### src/mmpt_pkg.sv
// Types and constants of the multi-mode PLC timer.
`default_nettype none
package mmpt_pkg;

  localparam int unsigned MODE_W    = 3;
  localparam int unsigned TIME_W    = 32;
  localparam int unsigned CFG_IDX_W = 2;
  localparam int unsigned CFG_DATA_W = 32;

  localparam logic [MODE_W-1:0] MODE_ON_DELAY  = 3'd0;
  localparam logic [MODE_W-1:0] MODE_OFF_DELAY = 3'd1;
  localparam logic [MODE_W-1:0] MODE_BLEEP     = 3'd2;
  localparam logic [MODE_W-1:0] MODE_PULSE     = 3'd3;
  localparam logic [MODE_W-1:0] MODE_TOGGLE    = 3'd4;

  localparam logic [CFG_IDX_W-1:0] REG_MODE   = 2'd0;
  localparam logic [CFG_IDX_W-1:0] REG_PRESET = 2'd1;

  typedef struct packed {
    logic              out_bit;
    logic [TIME_W-1:0] elapsed;
    logic [TIME_W-1:0] start_stamp;
    logic              start_pending;
    logic              end_pending;
  } timer_state_t;

endpackage
`default_nettype wire

### src/mmpt_in_if.sv
// Input channel: valid/ready with input level and millisecond time.
`default_nettype none
interface mmpt_in_if;
  logic        valid;
  logic        ready;
  logic        in_level;
  logic [31:0] now_ms;

  modport source (output valid, output in_level, output now_ms, input ready);
  modport sink   (input valid, input in_level, input now_ms, output ready);
endinterface
`default_nettype wire

### src/mmpt_out_if.sv
// Result channel: valid/ready with timer output and elapsed time.
`default_nettype none
interface mmpt_out_if;
  logic        valid;
  logic        ready;
  logic        q_out;
  logic [31:0] elapsed_ms;

  modport source (output valid, output q_out, output elapsed_ms, input ready);
  modport sink   (input valid, input q_out, input elapsed_ms, output ready);
endinterface
`default_nettype wire

### src/mmpt_step.sv
// Next-state logic of the timer for one input item.
`default_nettype none
module mmpt_step (
  input  wire logic [mmpt_pkg::MODE_W-1:0] mode,
  input  wire logic [mmpt_pkg::TIME_W-1:0] preset_ms,
  input  wire logic                        in_level,
  input  wire logic [mmpt_pkg::TIME_W-1:0] now_ms,
  input  wire mmpt_pkg::timer_state_t      cur,
  output mmpt_pkg::timer_state_t           nxt
);
  import mmpt_pkg::*;

  logic [TIME_W-1:0] base;
  logic [TIME_W-1:0] diff;
  logic              reach;
  logic              active;
  logic              ep_mid;

  // Single time subtractor; base picks the stamp the mode measures from.
  always_comb begin
    case (mode)
      MODE_ON_DELAY, MODE_OFF_DELAY, MODE_TOGGLE: base = cur.start_pending ? now_ms
                                                                           : cur.start_stamp;
      MODE_PULSE: base = in_level ? cur.start_stamp : now_ms;
      default:    base = cur.start_stamp;
    endcase
  end

  assign diff   = now_ms - base;
  assign reach  = (diff >= preset_ms);
  assign active = (mode == MODE_ON_DELAY) ? in_level : ~in_level;
  assign ep_mid = ~in_level | cur.end_pending;

  always_comb begin
    nxt = cur;
    case (mode)
      MODE_ON_DELAY, MODE_OFF_DELAY: begin
        nxt.out_bit = 1'b0;
        if (!active) begin
          nxt.elapsed       = '0;
          nxt.start_pending = 1'b1;
          nxt.end_pending   = 1'b1;
        end else begin
          nxt.start_pending = 1'b0;
          nxt.start_stamp   = base;
          nxt.elapsed       = diff;
          if (reach && cur.end_pending) begin
            nxt.end_pending = 1'b0;
            nxt.out_bit     = 1'b1;
          end
        end
      end
      MODE_BLEEP: begin
        nxt.out_bit = 1'b0;
        if (!in_level) begin
          nxt.start_stamp = now_ms;
          nxt.elapsed     = '0;
        end else if (reach) begin
          nxt.start_stamp = now_ms;
          nxt.elapsed     = '0;
          nxt.out_bit     = 1'b1;
        end else begin
          nxt.elapsed = diff;
        end
      end
      MODE_PULSE: begin
        nxt.start_stamp = base;
        if (ep_mid) begin
          nxt.elapsed     = diff;
          nxt.end_pending = ~reach;
        end else begin
          nxt.elapsed     = '0;
          nxt.end_pending = 1'b0;
        end
        nxt.out_bit = in_level & ep_mid & ~reach;
      end
      MODE_TOGGLE: begin
        if (!in_level) begin
          nxt.start_pending = 1'b1;
          nxt.start_stamp   = now_ms;
          nxt.elapsed       = '0;
        end else begin
          nxt.start_pending = 1'b0;
          if (reach) begin
            nxt.out_bit     = ~cur.out_bit;
            nxt.start_stamp = now_ms;
            nxt.elapsed     = '0;
          end else begin
            nxt.start_stamp = base;
            nxt.elapsed     = diff;
          end
        end
      end
      default: nxt.out_bit = 1'b0;
    endcase
  end

endmodule
`default_nettype wire

### src/multi_mode_plc_timer_top.sv
// Top level of the multi-mode PLC timer.
// The timer takes transfers on in_ch (input level plus a free-running millisecond
// time stamp) and returns exactly one result per item on out_ch: the timer output
// q_out and the elapsed time in ms. Throughput is one item per cycle unless out_ch
// stalls; the result is registered and appears in the cycle after the input
// transfer. A single subtract-and-compare path feeds the timer state registers,
// so every item sees the state left by the one before. in_ch.ready stays high
// while the result register is empty or being drained in the same cycle. mode and
// preset_ms are written through cfg_we/cfg_idx/cfg_wdata (index 0 mode, index 1
// preset; other indexes are ignored) and must only change while the timer is idle.
// Modes: 0 on-delay and 1 off-delay give a one-item pulse once the active level has
// lasted preset_ms; 2 bleep pulses every preset_ms while the input is high; 3 pulse
// holds q_out high for preset_ms after the input rises; 4 toggle flips q_out every
// preset_ms while the input is high. Codes 5 to 7 force q_out low and hold state.
// Elapsed time uses wrap-around 32-bit subtraction.
`default_nettype none
module multi_mode_plc_timer_top (
  input  wire logic                           clk,
  input  wire logic                           rst_n,
  input  wire logic                           cfg_we,
  input  wire logic [mmpt_pkg::CFG_IDX_W-1:0] cfg_idx,
  input  wire logic [mmpt_pkg::CFG_DATA_W-1:0] cfg_wdata,
  mmpt_in_if.sink                             in_ch,
  mmpt_out_if.source                          out_ch
);
  import mmpt_pkg::*;

  // Configuration registers
  logic [MODE_W-1:0] mode_r;
  logic [TIME_W-1:0] preset_r;

  // Timer state
  timer_state_t state_r;
  timer_state_t state_nxt;

  // Result register
  logic              out_valid_r;
  logic              q_r;
  logic [TIME_W-1:0] elapsed_r;

  logic in_xfer;

  // Result register can take a new item when empty or drained this cycle.
  assign in_ch.ready = ~out_valid_r | out_ch.ready;
  assign in_xfer     = in_ch.valid & in_ch.ready;

  always_ff @(posedge clk) begin
    if (!rst_n) begin
      mode_r   <= MODE_ON_DELAY;
      preset_r <= '0;
    end else if (cfg_we) begin
      case (cfg_idx)
        REG_MODE:   mode_r   <= cfg_wdata[MODE_W-1:0];
        REG_PRESET: preset_r <= cfg_wdata[TIME_W-1:0];
        default: ;
      endcase
    end
  end

  mmpt_step u_step (
    .mode      (mode_r),
    .preset_ms (preset_r),
    .in_level  (in_ch.in_level),
    .now_ms    (in_ch.now_ms),
    .cur       (state_r),
    .nxt       (state_nxt)
  );

  // State advances only on an accepted input transfer.
  always_ff @(posedge clk) begin
    if (!rst_n) begin
      state_r.out_bit       <= 1'b0;
      state_r.elapsed       <= '0;
      state_r.start_stamp   <= '0;
      state_r.start_pending <= 1'b1;
      state_r.end_pending   <= 1'b1;
    end else if (in_xfer) begin
      state_r <= state_nxt;
    end
  end

  always_ff @(posedge clk) begin
    if (!rst_n) begin
      out_valid_r <= 1'b0;
    end else if (in_xfer) begin
      out_valid_r <= 1'b1;
    end else if (out_ch.ready) begin
      out_valid_r <= 1'b0;
    end
  end

  // Payload loads with each accepted item; held while the sink stalls.
  always_ff @(posedge clk) begin
    if (in_xfer) begin
      q_r       <= state_nxt.out_bit;
      elapsed_r <= state_nxt.elapsed;
    end
  end

  assign out_ch.valid      = out_valid_r;
  assign out_ch.q_out      = q_r;
  assign out_ch.elapsed_ms = elapsed_r;

endmodule
`default_nettype wire

### src/flat_wrapper.sv
// flat-port wrapper written by rule: the top's interface ports become plain ports
module multi_mode_plc_timer_top_flat import mmpt_pkg::*;
  (clk, rst_n, cfg_we, cfg_idx, cfg_wdata, in_ch_valid, in_ch_in_level, in_ch_now_ms, in_ch_ready, out_ch_valid, out_ch_q_out, out_ch_elapsed_ms, out_ch_ready);
  mmpt_in_if in_ch_i ();
  mmpt_out_if out_ch_i ();
  input  wire logic clk;
  input  wire logic rst_n;
  input  wire logic cfg_we;
  input  wire logic [mmpt_pkg::CFG_IDX_W-1:0] cfg_idx;
  input  wire logic [mmpt_pkg::CFG_DATA_W-1:0] cfg_wdata;
  input wire logic [$bits(in_ch_i.valid)-1:0] in_ch_valid;
  input wire logic [$bits(in_ch_i.in_level)-1:0] in_ch_in_level;
  input wire logic [$bits(in_ch_i.now_ms)-1:0] in_ch_now_ms;
  output wire logic [$bits(in_ch_i.ready)-1:0] in_ch_ready;
  output wire logic [$bits(out_ch_i.valid)-1:0] out_ch_valid;
  output wire logic [$bits(out_ch_i.q_out)-1:0] out_ch_q_out;
  output wire logic [$bits(out_ch_i.elapsed_ms)-1:0] out_ch_elapsed_ms;
  input wire logic [$bits(out_ch_i.ready)-1:0] out_ch_ready;
  assign in_ch_i.valid = in_ch_valid;
  assign in_ch_i.in_level = in_ch_in_level;
  assign in_ch_i.now_ms = in_ch_now_ms;
  assign in_ch_ready = in_ch_i.ready;
  assign out_ch_valid = out_ch_i.valid;
  assign out_ch_q_out = out_ch_i.q_out;
  assign out_ch_elapsed_ms = out_ch_i.elapsed_ms;
  assign out_ch_i.ready = out_ch_ready;
  multi_mode_plc_timer_top u_core (.clk(clk), .rst_n(rst_n), .cfg_we(cfg_we), .cfg_idx(cfg_idx), .cfg_wdata(cfg_wdata), .in_ch(in_ch_i), .out_ch(out_ch_i));
endmodule
### config.mk
export PLATFORM = sky130hd
export DESIGN_NAME = multi_mode_plc_timer_top_flat
export DESIGN_NICKNAME = d
export VERILOG_FILES = /design/src/mmpt_pkg.sv /design/src/mmpt_in_if.sv /design/src/mmpt_out_if.sv /design/src/mmpt_step.sv /design/src/multi_mode_plc_timer_top.sv /design/src/flat_wrapper.sv
export SDC_FILE = /design/constraint.sdc
export NUM_CORES = 1
export LEC_CHECK = 0
export BUFFER_PORTS_ARGS = -buffer_cell sky130_fd_sc_hd__clkbuf_2
export CORE_ASPECT_RATIO = 1.75
export CORE_MARGIN = 3
export CORE_UTILIZATION = 30
export CTS_CLUSTER_DIAMETER = 200
export DETAILED_ROUTE_END_ITERATION = 10
export PLACE_DENSITY = 0.48
export SLEW_MARGIN = 20
export SYNTH_ARGS = -nofsm -noshare
export SYNTH_HDL_FRONTEND = slang
export SYNTH_HIERARCHICAL = 1
export SYNTH_SLANG_ARGS = --single-unit
### constraint.sdc
create_clock -name clk -period 6.8 [get_ports clk]
set_clock_uncertainty 0.05 [all_clocks]
set_input_delay 1.02 -clock clk [delete_from_list [all_inputs] [get_ports clk]]
set_output_delay 1.02 -clock clk [all_outputs]
set_load 0.02 [all_outputs]
# Word level (Yosys, flattened, before mapping)

Cells that the tools add are included.

Equality and inequality tests: 8
Add/subtract/negate cells: 1
Bitwise logic cells: 9
$lt $le $gt $ge: 1
Reduce and logical (&&, ||, !) cells: 14
Muxes and demuxes: 27

Operators by type and width:

| kind                 | count |
|---|---|
| $pmux W64 S4         | 1 |
| $mux W32             | 7 |
| $mux W64             | 2 |
| $mux W65             | 1 |
| $pmux W32 S2         | 1 |
| $ge A32 B32 Y1       | 1 |
| $sub A32 B32 Y32     | 1 |
| $mux W1              | 11 |
| $eq A3 B2 Y1 const B | 2 |
| $ne A3 B3 Y1 const B | 2 |
| $reduce_and A2 Y1    | 3 |
| $reduce_bool A2 Y1   | 3 |
| $not A1 Y1           | 4 |
| $pmux W1 S2          | 2 |
| $pmux W1 S4          | 1 |
| $reduce_and A4 Y1    | 1 |
| $reduce_bool A4 Y1   | 1 |
| $and A1 B1 Y1        | 3 |
| $eq A3 B1 Y1 const B | 1 |
| $eq A3 B3 Y1 const B | 1 |
| $logic_not A3 Y1     | 1 |
| $reduce_and A3 Y1    | 1 |
| $reduce_or A3 Y1     | 1 |
| $eq A2 B1 Y1 const B | 1 |
| other kinds (6)      | 7 |

Bits in registers: 136
Word-level logic and storage cells: 70
Output and inout port bits: 35

# Logic depth before layout (Yosys ltp)

Word-level depth: 9
Mapped depth: 27
Depth with buffers taken out: 25

# Modules after synthesis

Netlist, hierarchy kept.

By module, submodules not included:

| module                   | sequential area each (um^2) | area each (um^2) | instances | cells an instance |
|---|---|---|---|---|
| multi_mode_plc_timer_top | 3052.9                      | 4916.0           | 1         | 481 |
| mmpt_step                | 0.0                         | 4810.9           | 1         | 723 |

# Worst setup path before layout

OpenSTA, ideal clock, no wires.

Path kind: input to register
Start point: input in_ch_in_level
End point: register u_core.elapsed_r[0], in the netlist u_core/out_ch.elapsed_ms[0], data pin
Stages on the path: 23
Setup slack: 1169 ps
Data required time: 6489 ps
Library setup time: 261 ps
Data arrival time: 5320 ps
Cells stage by stage: nor2_1 a32oi_2 buf_2 mux2i_1 ha_1 a21oi_1 o21ai_0 nor3_1 a31oi_2 a31oi_2 o21ai_1 a21oi_1 xnor2_1 ha_1 nand4_1 nor4_2 nand2_1 a21oi_2 nor3_2 o31ai_1 o21ai_2 buf_2 a22o_1

RTL lines:

| item                 | RTL line                       | source |
|---|---|---|
| start, declared      | flat_wrapper.sv:12             | `input wire logic [$bits(in_ch_i.in_level)-1:0] in_ch_in_level;` |
| end signal, assigned | multi_mode_plc_timer_top.sv:96 | `elapsed_r <= state_nxt.elapsed;` |
| end, declared        | multi_mode_plc_timer_top.sv:39 | `logic [TIME_W-1:0] elapsed_r;` |

==> flow_metrics.tcl <==
set metrics [dict create \
    first_pass_iters 5 \
    htree_levels 4 \
    max_clock_freq_mhz 159 \
    multiInputGateArea_um2 6160 \
    final_layout_size_suffix_gt1_share_pct 13.3 \
    grt_start_max_net_pins 140 \
    grt-ovfl-total 0 \
    number_of_distinct_library_cell_variants_in_the_gate_level_netlist_after_synthesis 64 \
    maxCapViolations 0 \
    antenna_found_initial 0 \
    register_bit_count_reported_by_yosys 136 \
    post_drt_wl_per_cell_um 17.6 \
    wire_length_of_the_first_global_routing_pass_um 47200 \
    ios 107 \
    hold_path_startpoint "u_core/state_r[36]" \
    final_cell_area_um2 11200 \
    groute.usage.overall_pct 17.0 \
    worstSkewPairLatency_ns 0.44 \
    netlist_instances 1204 \
    syn-cell-area_um2 9730 \
    worst_r2r_path_depth 27 \
    leakage_nw 4.65 \
    cts_sinks 136 \
    post_cts.resized_instances 0 \
    die_x_um 142 \
    synth_enable_flop_cells 33 \
    final_weighted_congestion_in_routability_driven_placement 0.845 \
    holdPathEnd "u_core/state_r[36]" \
    route.antenna.remaining_nets 0 \
    vias 8910 \
    cts_tree "yes" \
    p_total_mw 2.83 \
    yosys_warnings 6 \
    post-route-min-period_ns 6.29 \
    report.final.slew_viol_count 0 \
    worst-path-max-fanout 32 \
    syn_avg_cell_area_um2 8.08 \
    core_region_area_um2 31700 \
    timing.critical_path.arrival_ns 6.52 \
    n_antenna_cell 0 \
    worst_r2r_start "u_core/mode_r[2]" \
    initial_utilization_pct 30.6 \
    seqCellArea_um2 3050 \
    worst_slew_margin_rel_pct 28.7 \
    standard_cell_row_count 86 \
    critPathKind "in2reg" \
    port_buffers 106 \
    power.density_cell_area_nw_per_um2 254 \
    share_seq_of_total_power_pct 33.5 \
    filler_cell_count 3251 \
    cts-hold-fix-buffers 0 \
    power_frac_comb_pct 33.6 \
    clock_transition_time_at_the_flip_flop_clock_pins_of_the_worst_setup_and_hold_paths_ns 0.06 \
    worstHoldPathType "reg2reg" \
    critical_path.reg2reg.endpoint "u_core/state_r[40]" \
    hold-worst-slack_ns 0.409 \
    detail_route.iter0.violations 659 \
    postSynth.asyncResetShare_pct 0 \
    timing.critical_path.required_ns 7.03 \
    post_cts.repair.setup_buffers 0 \
    period_share_pct 92.4 \
    min_delay_path_depth 2 \
    sw_frac_of_total_pct 34.9 \
    power.internal_mw 1.84 \
    vias_in_the_first_global_route 8749 \
    p_clk_share_pct 32.9 \
    ir_drop_v 0.000147 \
    finalSetupTns_ns 0 \
    clk_root_buffer_cell "clkbuf_16" \
    placed_area_um2 10600 \
    synthToLayoutAreaGrowth_pct 14.9 \
    unrepaired_setup_endpoints_after_global_routing "no" \
    dp_hpwl_um 21200 \
    report.final.hold_viol_count 0 \
    switching_power_uw 989 \
    status "finished, final reports clean" \
    total_nets_final 1405 \
    remaining_drc_errors 0 \
    startpoint_type "input pin" \
    yosysSeqAreaShare_pct 31.4 \
    totalWireLength_um 29600 \
    die_height_um 244 \
    dominantRegCellSynth "dfxtp_1" \
    setup_viol 0 \
    design.die.area_um2 34700 \
    worstMarginPinSlew_ns 1.06 \
    place.detailed.instances 1646 \
    clock_path_buffers 2 \
    syn-num-nets 1340 \
    cts_buffers 17 \
    reg2reg_slack_ns 0.69 \
    post_layout_nonfiller_instances 1677 \
    worstSetupEndpointType "register" \
    vias_cell 5.31 \
]
## cell families after synthesis
group	share of synthesized area, %
simple gates	17.3
mux	9.88
flops	31.4
buf+inv	5.63
compound gates	24.7
xor+xnor	2.79
fa+ha+maj	8.31
## critical path, cell delays in order
cell,delay (ns)
clkbuf_2,0.10
nor2_1,0.24
a32oi_4,0.15
buf_12,0.21
nand2_1,0.08
o21ai_0,0.11
ha_1,0.23
fa_1,0.44
nand2b_1,0.18
a21oi_1,0.23
o21ai_0,0.22
a21oi_1,0.32
o21ai_1,0.13
a31oi_1,0.22
a21oi_1,0.12
xnor2_1,0.17
ha_1,0.30
nand4_1,0.15
nor4_2,0.30
nand2_1,0.12
a21oi_2,0.27
nor3_2,0.10
o31ai_1,0.30
o21ai_2,0.07
buf_4,0.26
a22o_1,0.26
nand2_1,0.07
mux2i_1,0.08
## flip-flops by register name, indices dropped and copies added (netlist names)
name	cells
u_core/mode_r	3
u_core/out_ch.elapsed_ms	32
u_core/out_ch.q_out	1
u_core/out_ch.valid	1
u_core/preset_r	32
u_core/state_r	67
## cells in the mapped netlist, drive strengths merged, types with 18 or more instances
cell type,count,area share [%]
buf,28,1.7
xnor2,18,1.6
a21oi,56,3.0
clkbuf,51,2.0
nor2,36,1.4
a22o,39,3.5
inv,50,1.9
ha,63,8.1
nand3,46,2.4
dfxtp,103,21
edfxtp,33,10
a21o,35,2.7
o21ai,146,7.6
nand2,250,9.7
mux2i,96,9.9
a221o,25,2.6
## layer usage
layer | GRT usage (%) | routed length, um | vias up
met5 | 0 | 0 | -
met4 | 6.30 | 654 | 0
met3 | 2.92 | 1100 | 32
met2 | 29.6 | 14800 | 200
met1 | 20.7 | 13000 | 4218
li1 | - | - | 4460
## layout make-up
type | instances | area share (%)
inverter | 50 | 1.68
timing repair buffer | 125 | 6.31
clock inverter | 8 | 0.851
multi-input combinational | 939 | 55.1
clock buffer | 23 | 4.29
tap | 396 | 4.43
sequential | 136 | 27.3
## cells in the final DEF (no fill, tap or decap), types with 3 or more instances in the layout
| master | Yosys | routed |
|---|---|---|
| dfxtp_1 | 103 | 103 |
| xnor2_1 | 18 | 18 |
| nand2b_1 | 10 | 10 |
| buf_4 | 2 | 17 |
| a22o_1 | 39 | 39 |
| clkbuf_16 | 0 | 18 |
| a221o_1 | 25 | 25 |
| nor3_1 | 7 | 6 |
| nor2b_1 | 7 | 6 |
| a31oi_1 | 3 | 3 |
| inv_1 | 50 | 50 |
| xor2_1 | 13 | 13 |
| o211ai_1 | 7 | 7 |
| o21ai_0 | 134 | 134 |
| nand3_1 | 46 | 46 |
| nand2_1 | 249 | 249 |
| mux2i_1 | 96 | 96 |
| and2_1 | 4 | 4 |
| o21ai_1 | 10 | 10 |
| nor2_1 | 35 | 34 |
| nand3b_1 | 4 | 4 |
| o21bai_1 | 3 | 3 |
| nand4_1 | 9 | 9 |
| clkbuf_2 | 0 | 105 |
| edfxtp_1 | 33 | 33 |
| o22ai_1 | 3 | 3 |
| and3_1 | 3 | 3 |
| a21boi_0 | 4 | 4 |
| a221oi_1 | 9 | 9 |
| o21a_1 | 4 | 4 |
| clkbuf_1 | 51 | 4 |
| ha_1 | 63 | 63 |
| a21oi_1 | 54 | 54 |
| a21o_1 | 35 | 35 |
| a222oi_1 | 6 | 6 |
| a211oi_1 | 5 | 5 |
## how the worst max path moves through the flow
stage	cells after the start	to	from
after floorplan	23	u_core/out_ch.elapsed_ms[0]	in_ch_in_level
after global placement	26	u_core/state_r[20]	in_ch_in_level
after detailed placement	26	u_core/state_r[20]	in_ch_in_level
after CTS	26	u_core/state_r[20]	in_ch_in_level
after global routing	28	u_core/state_r[40]	in_ch_in_level
final	28	u_core/state_r[40]	in_ch_in_level
## metrics by stage
step	utilization, %	worst slack, ns
finish	35.2	0.514
CTS	35.2	0.539
detailed placement	33.4	0.0593
global placement	33.4	0.0958
floorplan	-	1.17
global route	35.2	0.0501
## power by group through the flow
stage          registers, mW  logic [mW]  clock network (mW)
3_5_place_dp           0.968       0.953                   0
4_1_cts                0.951       0.958               0.964
2_1_floorplan          0.990       0.641                   0
3_3_place_gp           0.967       0.947                   0
5_1_grt                0.958        1.06               0.994
6_report               0.950       0.952               0.931
Power figures use the tool's default switching activity.
